==> src/rtl/core/cpdv_pkg.sv <==
package cpdv_pkg;

    // Field widths fixed by the interface.
    localparam int CLASS_W = 3;
    localparam int PROB_W  = 16;
    localparam int TIME_W  = 32;
    localparam int TOTAL_W = 32;
    localparam int HITS_W  = 16;
    localparam int THR_W   = 8;
    localparam int CFG_IDX_W  = 3;
    localparam int CFG_DATA_W = 32;

    // Class code reported when nothing is published.
    localparam logic [CLASS_W-1:0] UNKNOWN_CLASS = 3'd6;

    // Configuration register map.
    localparam int NUM_REPEAT_REGS = 6;
    localparam logic [CFG_IDX_W-1:0] REG_TIMEOUT = 3'd6;

    localparam logic [THR_W-1:0]  DEFAULT_REPEAT  = 8'd3;
    localparam logic [THR_W-1:0]  SMALL_REPEAT    = 8'd2;
    localparam logic [TIME_W-1:0] DEFAULT_TIMEOUT = 32'd10000;

    // Reset value of each repeat threshold: indices 1 and 5 use the short run.
    function automatic logic [THR_W-1:0] repeat_reset(input int idx);
        logic [THR_W-1:0] val;
        val = DEFAULT_REPEAT;
        if (idx == 1 || idx == 5) begin
            val = SMALL_REPEAT;
        end
        return val;
    endfunction

endpackage

==> src/rtl/core/cpdv_div.sv <==
// Restoring divider, one quotient bit per cycle. The quotient is clamped
// to the probability width.
module cpdv_div
    import cpdv_pkg::*;
(
    input  logic               aclk,
    input  logic               aresetn,
    input  logic               start,
    input  logic [TOTAL_W-1:0] dividend,
    input  logic [PROB_W-1:0]  divisor,
    output logic               done,
    output logic [PROB_W-1:0]  quotient
);

    localparam int CNT_W = $clog2(TOTAL_W);
    localparam logic [CNT_W-1:0] LAST_CNT = CNT_W'(TOTAL_W - 1);

    logic               busy_reg;
    logic               done_reg;
    logic [CNT_W-1:0]   cnt_reg;
    logic [TOTAL_W-1:0] quo_reg;
    logic [PROB_W:0]    rem_reg;
    logic [PROB_W-1:0]  dsr_reg;

    logic [PROB_W:0]    rem_shift;
    logic [PROB_W:0]    rem_diff;
    logic               fits;
    logic [PROB_W:0]    rem_next;
    logic [TOTAL_W-1:0] quo_next;

    always_comb begin
        rem_shift = {rem_reg[PROB_W-1:0], quo_reg[TOTAL_W-1]};
        rem_diff  = rem_shift - {1'b0, dsr_reg};
        fits      = (rem_shift >= {1'b0, dsr_reg});
        rem_next  = fits ? rem_diff : rem_shift;
        quo_next  = {quo_reg[TOTAL_W-2:0], fits};
    end

    always_ff @(posedge aclk) begin
        if (!aresetn) begin
            busy_reg <= 1'b0;
            done_reg <= 1'b0;
            cnt_reg  <= '0;
        end else if (start) begin
            busy_reg <= 1'b1;
            done_reg <= 1'b0;
            cnt_reg  <= '0;
        end else if (busy_reg) begin
            cnt_reg <= cnt_reg + 1'b1;
            if (cnt_reg == LAST_CNT) begin
                busy_reg <= 1'b0;
                done_reg <= 1'b1;
            end
        end else begin
            done_reg <= 1'b0;
        end
    end

    always_ff @(posedge aclk) begin
        if (start) begin
            quo_reg <= dividend;
            rem_reg <= '0;
            dsr_reg <= divisor;
        end else if (busy_reg) begin
            quo_reg <= quo_next;
            rem_reg <= rem_next;
        end
    end

    assign done     = done_reg;
    assign quotient = (|quo_reg[TOTAL_W-1:PROB_W]) ? '1 : quo_reg[PROB_W-1:0];

endmodule

==> src/rtl/core/class_prediction_debounce_vote_top.sv <==
// An input goes through capture and update; an invalid class then goes straight to
// the result, otherwise the run and timeout decision follows. A run publish adds the
// 32-step serial divider, and a majority publish adds the one-class-per-cycle scan
// before it. One prediction at a time: the input is ready again once the result is
// in the output register. Reset (aresetn, synchronous, active low) restores default
// settings, an unknown run and no history.
module class_prediction_debounce_vote_top
    import cpdv_pkg::*;
#(
    parameter int NUM_CLASSES = 6
) (
    input  logic                  aclk,
    input  logic                  aresetn,

    input  logic                  s_valid,
    output logic                  s_ready,
    input  logic [CLASS_W-1:0]    s_raw_class,
    input  logic [PROB_W-1:0]     s_raw_prob,
    input  logic [TIME_W-1:0]     s_now_ms,

    output logic                  m_valid,
    input  logic                  m_ready,
    output logic [CLASS_W-1:0]    m_out_class,
    output logic [PROB_W-1:0]     m_out_prob,

    input  logic                  cfg_valid,
    output logic                  cfg_ready,
    input  logic [CFG_IDX_W-1:0]  cfg_index,
    input  logic [CFG_DATA_W-1:0] cfg_data
);

    localparam int IDX_W = $clog2(NUM_CLASSES);
    localparam logic [IDX_W-1:0] LAST_IDX = IDX_W'(NUM_CLASSES - 1);

    // Sequencer states.
    localparam logic [2:0] ST_IDLE     = 3'd0;
    localparam logic [2:0] ST_UPDATE   = 3'd1;
    localparam logic [2:0] ST_DECIDE   = 3'd2;
    localparam logic [2:0] ST_SCAN     = 3'd3;
    localparam logic [2:0] ST_DIV_GO   = 3'd4;
    localparam logic [2:0] ST_DIV_WAIT = 3'd5;
    localparam logic [2:0] ST_DONE     = 3'd6;

    logic [2:0] state_reg;

    // Configuration registers.
    logic [THR_W-1:0]  repeat_reg [NUM_REPEAT_REGS];
    logic [TIME_W-1:0] timeout_reg;

    // Captured input item.
    logic [CLASS_W-1:0] cls_reg;
    logic [PROB_W-1:0]  prob_reg;
    logic [TIME_W-1:0]  now_reg;

    // Run and history state.
    logic [CLASS_W-1:0] run_class_reg;
    logic [HITS_W-1:0]  run_length_reg;
    logic [TOTAL_W-1:0] run_total_reg;
    logic [HITS_W-1:0]  hits_reg  [NUM_CLASSES];
    logic [TOTAL_W-1:0] totals_reg [NUM_CLASSES];
    logic [TIME_W-1:0]  last_publish_reg;

    // Majority scan.
    logic [IDX_W-1:0]   scan_idx_reg;
    logic [HITS_W-1:0]  best_hits_reg;
    logic [TOTAL_W-1:0] best_total_reg;
    logic [CLASS_W-1:0] best_class_reg;

    // Result being built and the output register.
    logic [CLASS_W-1:0] res_class_reg;
    logic [PROB_W-1:0]  res_prob_reg;
    logic [TOTAL_W-1:0] div_dvd_reg;
    logic [PROB_W-1:0]  div_dsr_reg;
    logic               m_valid_reg;
    logic [CLASS_W-1:0] m_class_reg;
    logic [PROB_W-1:0]  m_prob_reg;

    logic               div_start;
    logic               div_done;
    logic [PROB_W-1:0]  div_quo;

    // Combinational helpers.
    logic               cls_valid;
    logic [IDX_W-1:0]   rd_idx;
    logic [HITS_W-1:0]  hits_rd;
    logic [TOTAL_W-1:0] totals_rd;
    logic [HITS_W-1:0]  run_len_base;
    logic [TOTAL_W-1:0] run_total_base;
    logic [HITS_W-1:0]  run_len_inc;
    logic [TOTAL_W:0]   run_total_sum;
    logic [TOTAL_W-1:0] run_total_add;
    logic [HITS_W-1:0]  hits_inc;
    logic [TOTAL_W:0]   totals_sum;
    logic [TOTAL_W-1:0] totals_add;
    logic [THR_W-1:0]   thr;
    logic [TIME_W-1:0]  elapsed;
    logic               run_pass;
    logic               timeout_pass;
    logic               scan_better;
    logic               out_free;

    always_comb begin
        cls_valid = ({1'b0, cls_reg} < 4'(NUM_CLASSES));
        // One read port on the history: the scan index while scanning, else the class.
        rd_idx    = (state_reg == ST_SCAN) ? scan_idx_reg : cls_reg[IDX_W-1:0];
        hits_rd   = hits_reg[rd_idx];
        totals_rd = totals_reg[rd_idx];

        // A change of class starts a fresh run.
        run_len_base   = (run_class_reg != cls_reg) ? '0 : run_length_reg;
        run_total_base = (run_class_reg != cls_reg) ? '0 : run_total_reg;

        run_len_inc   = (&run_len_base) ? run_len_base : run_len_base + 1'b1;
        run_total_sum = {1'b0, run_total_base} + {{(TOTAL_W + 1 - PROB_W){1'b0}}, prob_reg};
        run_total_add = run_total_sum[TOTAL_W] ? '1 : run_total_sum[TOTAL_W-1:0];

        hits_inc   = (&hits_rd) ? hits_rd : hits_rd + 1'b1;
        totals_sum = {1'b0, totals_rd} + {{(TOTAL_W + 1 - PROB_W){1'b0}}, prob_reg};
        totals_add = totals_sum[TOTAL_W] ? '1 : totals_sum[TOTAL_W-1:0];

        // Classes past the register map use the default threshold.
        thr = (cls_reg < CLASS_W'(NUM_REPEAT_REGS)) ? repeat_reg[cls_reg] : DEFAULT_REPEAT;

        elapsed      = now_reg - last_publish_reg;
        run_pass     = (run_length_reg >= {{(HITS_W - THR_W){1'b0}}, thr});
        timeout_pass = (elapsed >= timeout_reg);

        // Strictly better: more hits, or equal hits and a larger total. Ties keep
        // the lower index because the scan runs upward.
        scan_better = (hits_rd != '0) &&
                      ((hits_rd > best_hits_reg) ||
                       ((hits_rd == best_hits_reg) && (totals_rd > best_total_reg)));

        out_free  = !m_valid_reg || m_ready;
        div_start = (state_reg == ST_DIV_GO);
    end

    cpdv_div u_div (
        .aclk     (aclk),
        .aresetn  (aresetn),
        .start    (div_start),
        .dividend (div_dvd_reg),
        .divisor  (div_dsr_reg),
        .done     (div_done),
        .quotient (div_quo)
    );

    // Configuration writes are taken in any cycle; the user must send them only while idle (not enforced here).
    always_ff @(posedge aclk) begin
        if (!aresetn) begin
            for (int i = 0; i < NUM_REPEAT_REGS; i++) begin
                repeat_reg[i] <= repeat_reset(i);
            end
            timeout_reg <= DEFAULT_TIMEOUT;
        end else if (cfg_valid) begin
            if (cfg_index < CFG_IDX_W'(NUM_REPEAT_REGS)) begin
                repeat_reg[cfg_index] <= cfg_data[THR_W-1:0];
            end else if (cfg_index == REG_TIMEOUT) begin
                timeout_reg <= cfg_data[TIME_W-1:0];
            end
        end
    end

    // Sequencer, run state and history.
    always_ff @(posedge aclk) begin
        if (!aresetn) begin
            state_reg        <= ST_IDLE;
            run_class_reg    <= UNKNOWN_CLASS;
            run_length_reg   <= '0;
            run_total_reg    <= '0;
            last_publish_reg <= '0;
            m_valid_reg      <= 1'b0;
            for (int i = 0; i < NUM_CLASSES; i++) begin
                hits_reg[i]   <= '0;
                totals_reg[i] <= '0;
            end
        end else begin
            // A result leaving the output register frees it, unless a new one
            // moves in at the same edge.
            if (m_valid_reg && m_ready && !((state_reg == ST_DONE) && out_free)) begin
                m_valid_reg <= 1'b0;
            end
            case (state_reg)
                ST_IDLE: begin
                    if (s_valid) begin
                        state_reg <= ST_UPDATE;
                    end
                end
                ST_UPDATE: begin
                    if (!cls_valid) begin
                        // An invalid class drops the run but keeps the history.
                        run_class_reg  <= UNKNOWN_CLASS;
                        run_length_reg <= '0;
                        run_total_reg  <= '0;
                        state_reg      <= ST_DONE;
                    end else begin
                        run_class_reg  <= cls_reg;
                        run_length_reg <= run_len_inc;
                        run_total_reg  <= run_total_add;
                        hits_reg[rd_idx]   <= hits_inc;
                        totals_reg[rd_idx] <= totals_add;
                        state_reg      <= ST_DECIDE;
                    end
                end
                ST_DECIDE: begin
                    if (run_pass) begin
                        state_reg <= ST_DIV_GO;
                    end else if (timeout_pass) begin
                        state_reg <= ST_SCAN;
                    end else begin
                        state_reg <= ST_DONE;
                    end
                end
                ST_SCAN: begin
                    if (scan_idx_reg == LAST_IDX) begin
                        state_reg <= ST_DIV_GO;
                    end
                end
                ST_DIV_GO: begin
                    state_reg <= ST_DIV_WAIT;
                end
                ST_DIV_WAIT: begin
                    if (div_done) begin
                        // Publishing restarts the run on this class and clears history.
                        run_class_reg    <= cls_reg;
                        run_length_reg   <= '0;
                        run_total_reg    <= '0;
                        last_publish_reg <= now_reg;
                        for (int i = 0; i < NUM_CLASSES; i++) begin
                            hits_reg[i]   <= '0;
                            totals_reg[i] <= '0;
                        end
                        state_reg <= ST_DONE;
                    end
                end
                ST_DONE: begin
                    if (out_free) begin
                        m_valid_reg <= 1'b1;
                        state_reg   <= ST_IDLE;
                    end
                end
                default: begin
                    state_reg <= ST_IDLE;
                end
            endcase
        end
    end

    // Payload registers.
    always_ff @(posedge aclk) begin
        case (state_reg)
            ST_IDLE: begin
                cls_reg  <= s_raw_class;
                prob_reg <= s_raw_prob;
                now_reg  <= s_now_ms;
                res_class_reg <= UNKNOWN_CLASS;
                res_prob_reg  <= '0;
            end
            ST_DECIDE: begin
                scan_idx_reg   <= '0;
                best_hits_reg  <= '0;
                best_total_reg <= '0;
                best_class_reg <= UNKNOWN_CLASS;
                if (run_pass) begin
                    res_class_reg <= cls_reg;
                    div_dvd_reg   <= run_total_reg;
                    div_dsr_reg   <= run_length_reg;
                end
            end
            ST_SCAN: begin
                scan_idx_reg <= scan_idx_reg + 1'b1;
                if (scan_idx_reg == LAST_IDX) begin
                    // The last class is folded in here along with the winner so far.
                    if (scan_better) begin
                        res_class_reg <= CLASS_W'(scan_idx_reg);
                        div_dvd_reg   <= totals_rd;
                        div_dsr_reg   <= hits_rd;
                    end else begin
                        res_class_reg <= best_class_reg;
                        div_dvd_reg   <= best_total_reg;
                        div_dsr_reg   <= best_hits_reg;
                    end
                end else if (scan_better) begin
                    best_hits_reg  <= hits_rd;
                    best_total_reg <= totals_rd;
                    best_class_reg <= CLASS_W'(scan_idx_reg);
                end
            end
            ST_DIV_WAIT: begin
                if (div_done) begin
                    res_prob_reg <= div_quo;
                end
            end
            ST_DONE: begin
                if (out_free) begin
                    m_class_reg <= res_class_reg;
                    m_prob_reg  <= res_prob_reg;
                end
            end
            default: begin
            end
        endcase
    end

    assign s_ready     = (state_reg == ST_IDLE);
    assign m_valid     = m_valid_reg;
    assign m_out_class = m_class_reg;
    assign m_out_prob  = m_prob_reg;
    assign cfg_ready   = 1'b1;

endmodule
==> config.mk <==
export PLATFORM = sky130hd
export DESIGN_NAME = class_prediction_debounce_vote_top
export DESIGN_NICKNAME = d
export VERILOG_FILES = /design/src/rtl/core/cpdv_pkg.sv /design/src/rtl/core/cpdv_div.sv /design/src/rtl/core/class_prediction_debounce_vote_top.sv
export SDC_FILE = /design/constraint.sdc
export NUM_CORES = 2
export LEC_CHECK = 0
export ABC_AREA = 1
export BUFFER_PORTS_ARGS = -buffer_cell sky130_fd_sc_hd__buf_2
export CAP_MARGIN = 5
export CORE_ASPECT_RATIO = 1.75
export CORE_MARGIN = 8
export CORE_UTILIZATION = 30
export CTS_CLUSTER_SIZE = 28
export DETAILED_ROUTE_END_ITERATION = 7
export SETUP_SLACK_MARGIN = 0.1
export SYNTH_ARGS = -nofsm -noshare
export SYNTH_HDL_FRONTEND = slang
export SYNTH_SLANG_ARGS = --single-unit
export TNS_END_PERCENT = 1
==> constraint.sdc <==
create_clock -name aclk -period 7.76 [get_ports aclk]
set_input_delay 0.388 -clock aclk [delete_from_list [all_inputs] [get_ports aclk]]
set_output_delay 0.388 -clock aclk [all_outputs]
set_load 0.05 [all_outputs]
# ---- Yosys cells after proc, flatten, opt, wreduce, memory -nomap -nowiden
# Memories as Yosys holds them, arrays and structs flattened. A register that Yosys moved wholly into a read port is not among the register bits.
# Index checks and enable logic that the tools add are counted.
dict set report totals {
  mem_count 3
  register_bits 381
  inputBits 91
  mem_bits_rw 336
  output_inout_bits 22
}
# memory words word_bits read_ports rd_clocked_by_memory_dff write_ports line_no
set mem_list {}
lappend mem_list {totals_reg 6 32 1 0 6 class_prediction_debounce_vote_top.sv:60} ;# logic [TOTAL_W-1:0] totals_reg [NUM_CLASSES];
lappend mem_list {hits_reg 6 16 1 0 6 class_prediction_debounce_vote_top.sv:59} ;# logic [HITS_W-1:0] hits_reg [NUM_CLASSES];
lappend mem_list {repeat_reg 6 8 1 1 6 class_prediction_debounce_vote_top.sv:47} ;# logic [THR_W-1:0] repeat_reg [NUM_REPEAT_REGS];
dict set report classes {
  n_bitwise 15
  eq_ne 17
  magnitude_cmp 8
  mux 92
  add_sub_neg 8
  n_reduce_logical 33
}
# op count
set op_table {}
lappend op_table {{$mux 32} 18}
lappend op_table {{$mux 16} 19}
lappend op_table {{$pmux 32 s2} 3}
lappend op_table {{$pmux 16 s2} 4}
lappend op_table {{$add 32x16->33} 2}
lappend op_table {{$mux 3} 18}
lappend op_table {{$add 16x1->16 const B} 2}
lappend op_table {{$ge 32x32->1} 1}
lappend op_table {{$gt 32x32->1} 1}
lappend op_table {{$reduce_and 16->1} 2}
lappend op_table {{$reduce_or 16->1} 2}
lappend op_table {{$reduce_or 32->1} 1}
lappend op_table {{$sub 32x32->32} 1}
lappend op_table {{$mux 8} 3}
lappend op_table {{$mux 1} 22}
lappend op_table {{$pmux 3 s7} 1}
lappend op_table {{$pmux 3 s2} 3}
lappend op_table {{$ge 17x16->1} 1}
lappend op_table {{$eq 16x16->1} 1}
lappend op_table {{$ge 16x8->1} 1}
lappend op_table {{$gt 16x16->1} 1}
lappend op_table {{$reduce_bool 16->1} 1}
lappend op_table {{$sub 16x16->16} 1}
lappend op_table {{$eq 3x3->1 const B} 5}
lappend op_table {{other kinds (24)} 59}

# ---- Depth between registers and ports, before layout
# An unclocked memory read counts as a cell.
dict set report depth {
  depth_word 10
  ltp_mapped 31
}

# ---- Modules after synthesis
# A second synthesis with hierarchy kept.
dict set report unflattened {
  cells_unflattened 4938
  area_unflattened_um2 43827.0
}
# module n_inst cells_per_inst area_each_um2
set by_module_without_submodules {}
lappend by_module_without_submodules {class_prediction_debounce_vote_top 1 4417 39715.6}
lappend by_module_without_submodules {cpdv_div 1 521 4111.4}

# ---- Worst setup path after synthesis
# No wires, ideal clock.
dict set report synth_path {
  path_type {reg-to-reg}
  start {register with a tool-made name}
  end {register div_dsr_reg[0] (enable)}
  path_slack_ns 2.102
  stages_incl_launch_ff 14
  path_buffers 2
  required_ns 7.247
  arrival_ns 5.145
  path_cell_list {dfxtp_1 clkbuf_1 inv_1 clkbuf_1 nand2_1 a221oi_1 a311oi_1 ha_1 a21oi_1 o21ai_0 nand2_1 nand4_1 nor2_1 nor3_1}
}
# item line_no
set synth_rtl {}
lappend synth_rtl {{end signal: assignment} class_prediction_debounce_vote_top.sv:267} ;# div_dsr_reg <= run_length_reg;
lappend synth_rtl {{end signal: assignment} class_prediction_debounce_vote_top.sv:277} ;# div_dsr_reg <= hits_rd;
lappend synth_rtl {{end signal: assignment} class_prediction_debounce_vote_top.sv:281} ;# div_dsr_reg <= best_hits_reg;
lappend synth_rtl {{end: declaration} class_prediction_debounce_vote_top.sv:73} ;# logic [PROB_W-1:0] div_dsr_reg;

# ---- Worst setup path in the final report
dict set report layout_path {
  start {register state_reg[1]}
  end {register div_dsr_reg[14], data pin}
}
dict set report layout_via {
  elab_chain_len 10
  elab_cells_between_ends 15
  cone_classes {2 x order compare; 3 x eq/ne; 4 x mux; 4 x reduce/logical; 2 x memory}
}
# item line_no
set layout_rtl {}
lappend layout_rtl {{start: declaration} class_prediction_debounce_vote_top.sv:44} ;# logic [2:0] state_reg;
lappend layout_rtl {{start signal: assignment} class_prediction_debounce_vote_top.sv:167} ;# state_reg <= ST_IDLE;
lappend layout_rtl {{start signal: assignment} class_prediction_debounce_vote_top.sv:186} ;# state_reg <= ST_UPDATE;
lappend layout_rtl {{start signal: assignment} class_prediction_debounce_vote_top.sv:195} ;# state_reg <= ST_DONE;
lappend layout_rtl {{$eq 3x2->1} {class_prediction_debounce_vote_top.sv:105, class_prediction_debounce_vote_top.sv:251}}
lappend layout_rtl {{$mux 3} class_prediction_debounce_vote_top.sv:105} ;# rd_idx = (state_reg == ST_SCAN) ? scan_idx_reg : cls_reg[IDX_W-1:0];
lappend layout_rtl {{$mem_v2 6x32 or $mem_v2 6x16 (tied branches)} --}
lappend layout_rtl {{$gt 32x32->1 or $eq 16x16->1 (tied branches)} class_prediction_debounce_vote_top.sv:132} ;# ((hits_rd == best_hits_reg) && (totals_rd > best_total_reg)));
lappend layout_rtl {{$logic_and 1x1->1} class_prediction_debounce_vote_top.sv:132}
lappend layout_rtl {{$logic_or 1x1->1} class_prediction_debounce_vote_top.sv:131} ;# ((hits_rd > best_hits_reg) ||
lappend layout_rtl {{$logic_and 1x1->1} class_prediction_debounce_vote_top.sv:130} ;# scan_better = (hits_rd != '0) &&
lappend layout_rtl {{$mux 16} --}
lappend layout_rtl {{$mux 16} class_prediction_debounce_vote_top.sv:272} ;# if (scan_idx_reg == LAST_IDX) begin
lappend layout_rtl {{$pmux 16 s2 *} class_prediction_debounce_vote_top.sv:251} ;# case (state_reg)
# Mark *: on every way between the ends. The rest lies on a longest branch, timed or not. The select of a mux whose other input is x is not followed.
# A chain may end at the register's enable or synchronous reset.

==> results.yml <==
yosys:
  ys_seq_area_share_pct: 54.7
  synth_top_family_by_area: "simple AND/OR/NAND/NOR gates"
  syn_inst: 4774
  synth_adder_area_share_pct: 5.25
  synthXorXnorAreaFrac_pct: 1.85
  synth_top_area_share_pct: 48.0
  async_flop_share_pct: 0
  synth.most_common_cell: "nand2_1"
  synthFlopType: "edfxtp_1"
  synth.largest_area_cell: "edfxtp_1"
  ys_top_cells_by_area: "edfxtp_1, nand2_1, dfxtp_1, inv_1, ha_1"
  ys_types: 57
  synth_edf_count: 687
  synth_seq_cells: 832
  syn_avg_cell_area_um2: 9.01
  synth_compound_area_share_pct: 9.45
  synth-simple-area-share_pct: 20.3
  synth_common_cells: "nand2_1, inv_1, edfxtp_1, nor2_1, o21ai_0"
  muxShareOfSynthArea_pct: 0
  ys_warn_count: 0
  syn_area_um2: 43000
grt:
  grtUsageTotal_pct: 16.1
  grt_pass1_vias: 33627
  grt_pass1_wl_um: 193000
  antenna_found_initial: 3
  grt_max_degree: 91
  grt_overflow: 0
critical_path:
  path_class: "flip-flop to flip-flop"
  slowest_stage: "nand2_2"
  path_max_fanout: 56
  critPathArrivalTime_ps: 6930
  crit_path_start: "state_reg[1]$_SDFFE_PN0P_"
  critical_path.most_common_cell: "nand2_1"
  rr_startpoint: "state_reg[1]$_SDFFE_PN0P_"
  r2r-end: "div_dsr_reg[14]$_DFFE_PP_"
  cp-end-kind: "flip-flop"
  worstPathRequired_ps: 8180
  slowest_delay_ps: 660
  worstPathCellList: "nand3_2 > nand2_2 > nand2_8 > buf_4 > buf_4 > or2_2 > o211ai_1 > nand2_1 > nor2_1 > inv_1 > ha_1 > nand2_1 > nor3_1 > nand3_1 > a21oi_1 > nand2_1 > nand2_2 > buf_4 > nand3_1 > nand3_1 > nand2_1"
  worst-r2r-cell-count: 21
  cp-start-kind: "flip-flop"
  regToRegSetupSlack_ps: 1250
floorplan:
  start_util_pct: 30.1
  die_y_um: 517
  num_rows: 184
  die_area_um2: 156000
  die_x_um: 302
  core_area_um2: 143000
  io_pins: 113
cells_and_area:
  syn_to_final_growth_pct: 14.5
  fin_cells: 6959
  final_cell_area_um2: 49300
  layout-drive-gt1-share_pct: 8.30
  largest_register_ffs: 256
  nets: 5305
clock_network:
  cts_tree: "built"
  ctsRootBufferMaster: "clkbuf_16"
  clkTransAtPathRegs_ps: 70
  clk_latency_ps: 670
  cts.sinks: 832
  clk_path_buf_depth: 3
  cts_resized: 0
  cts-htree-levels: 3
  cts_buffers: 74
sta:
  maxSlewViolCount: 0
  grt_setup_unrepaired: "no"
  finalClockSkew_ps: 44.6
  finalCriticalPeriod_ps: 6510
  timing.final.ws_setup_ps: 1250
  fin_setup_tns_ps: 0
  setup_violations: 0
  slew_headroom_pct: 22.6
  min_period_over_period_pct: 83.9
  fmax_mhz: 154
  hold_viol_final: 0
  tightestPinTransition_ps: 1160
power:
  p_leak_nw: 21.2
  p_int_w: 0.0116
  power.switching_w: 0.0105
  seqPwrFrac_pct: 30.6
  p_sw_share_pct: 47.4
  ir_drop_v: 0.000353
  power_frac_comb_pct: 52.2
  power_frac_clock_pct: 17.2
  power_per_cell_area_nw_per_um2: 449
place:
  hpwl_um: 91100
  place.gp.congestion: 0.937
  portBuffers: 111
  place_area_um2: 46000
  dpl_worst_slack_ps: 1290
  placed_cells: 6743
routing:
  wl_met2_um: 68500
  wl_met1_um: 44000
  routed.top_layer: "met5"
  drc: 0
  vias: 33289
  via_per_inst: 4.78
  drtAntennaViolNets: 0
  drt_iter0_drc: 2093
  wl_per_cell_um: 18.3
  dr.pass1.iters: 5
  wl_um: 128000
  wl_met3_um: 5410
job:
  max_cap_violations: 0
outcome:
  status: "finished, final reports clean"
worst_hold_path:
  hold_class: "primary input to flip-flop"
  hold_end: "timeout_reg[7]$_SDFFE_PN0P_"
  hp-start: "cfg_data[7]"
  hold-path-cell-count: 3
## layout make-up
cell class / instances / area (um^2)
fillers: 14514 / 93700
diodes: 2 / 5.00
clock inverters: 35 / 289
repair buffers: 255 / 1850
clock buffers: 102 / 2160
inverters: 731 / 2740
multi-input cells: 3142 / 16400
flip-flops and latches: 832 / 23500
well taps: 1860 / 2330
## metrics by stage
step | hold WS, ps | util, % | power [W]
after floorplan | 400 | - | 0.0145
after global placement | 407 | 32.2 | 0.0182
after detailed placement | 406 | 32.2 | 0.0184
after CTS | 18.6 | 34.4 | 0.0222
after global routing | 55.5 | 34.5 | 0.0235
final | 72.2 | 34.5 | 0.0221
## cells by family (layout without fill, tap and decap cells)
group,after synthesis,after routing
buf+inv,911,1123
xor+xnor,91,91
simple gates,2047,2047
compound gates,713,713
flops,832,832
fa+ha+maj,178,178
other cells,2,115
## power groups by stage
stage | clock [W] | combinational, W | sequential, W
floorplan | 0 | 0.00789 | 0.00665
global placement | 0 | 0.0113 | 0.00685
detailed placement | 0 | 0.0115 | 0.00686
CTS | 0.00387 | 0.0116 | 0.00677
global route | 0.00401 | 0.0127 | 0.00684
finish | 0.00380 | 0.0115 | 0.00677
## how the worst max path moves through the flow
| stage | slack [ps] | end | cells after the start |
|---|---|---|---|
| 2_1_floorplan | 2100 | div_dsr_reg[0]$_DFFE_PP_ | 13 |
| 3_3_place_gp | 1440 | div_dvd_reg[31]$_DFFE_PP_ | 21 |
| 3_5_place_dp | 1290 | res_class_reg[0]$_DFFE_PP_ | 21 |
| 4_1_cts | 1250 | div_dsr_reg[0]$_DFFE_PP_ | 21 |
| 5_1_grt | 790 | div_dsr_reg[2]$_DFFE_PP_ | 21 |
| 6_report | 1250 | div_dsr_reg[14]$_DFFE_PP_ | 21 |
## routing by layer
layer	vias to the layer above	GRT usage (%)
met5	-	0
met4	2	11.1
met3	320	2.15
met2	908	31.1
met1	15856	15.5
li1	16203	-
## placed cells by master (no fill, tap or decap), types with 12 or more instances in the layout
master / Yosys / layout
nor2_4: 23 / 26
o211ai_1: 104 / 104
xor2_1: 55 / 55
dfxtp_1: 145 / 145
o21ai_0: 297 / 297
nor2_2: 25 / 25
nand2_2: 15 / 22
inv_2: 21 / 23
or2_2: 14 / 14
nand3b_1: 29 / 29
nand2_1: 992 / 985
clkbuf_16: 0 / 82
nor3_1: 30 / 28
buf_4: 21 / 65
a21oi_1: 219 / 219
nand3_1: 263 / 263
xnor2_1: 36 / 36
o21a_1: 17 / 17
dlygate4sd3_1: 0 / 76
edfxtp_1: 687 / 687
nand4_1: 50 / 50
inv_1: 703 / 701
nor2_1: 580 / 577
conb_1: 2 / 113
clkinv_1: 7 / 12
buf_2: 27 / 111
clkinv_2: 0 / 13
ha_1: 174 / 174
clkbuf_1: 113 / 17
## critical path, delay by kind of cell (launching register included)
kind | cells | cell delay (ps)
AO/OA/AOI/OAI | 2 | 280
adder cells (fa/ha/maj) | 1 | 340
buffers and inverters | 4 | 1510
flip-flops | 1 | 540
AND/OR/NAND/NOR | 14 | 3480
## what timing repair did
item                                   CTS  global route
setup buffers                            0             0
hold buffers                            76             0
endpoints found under the hold margin   79             0
Note: power is estimated with default switching activity, not from simulation.
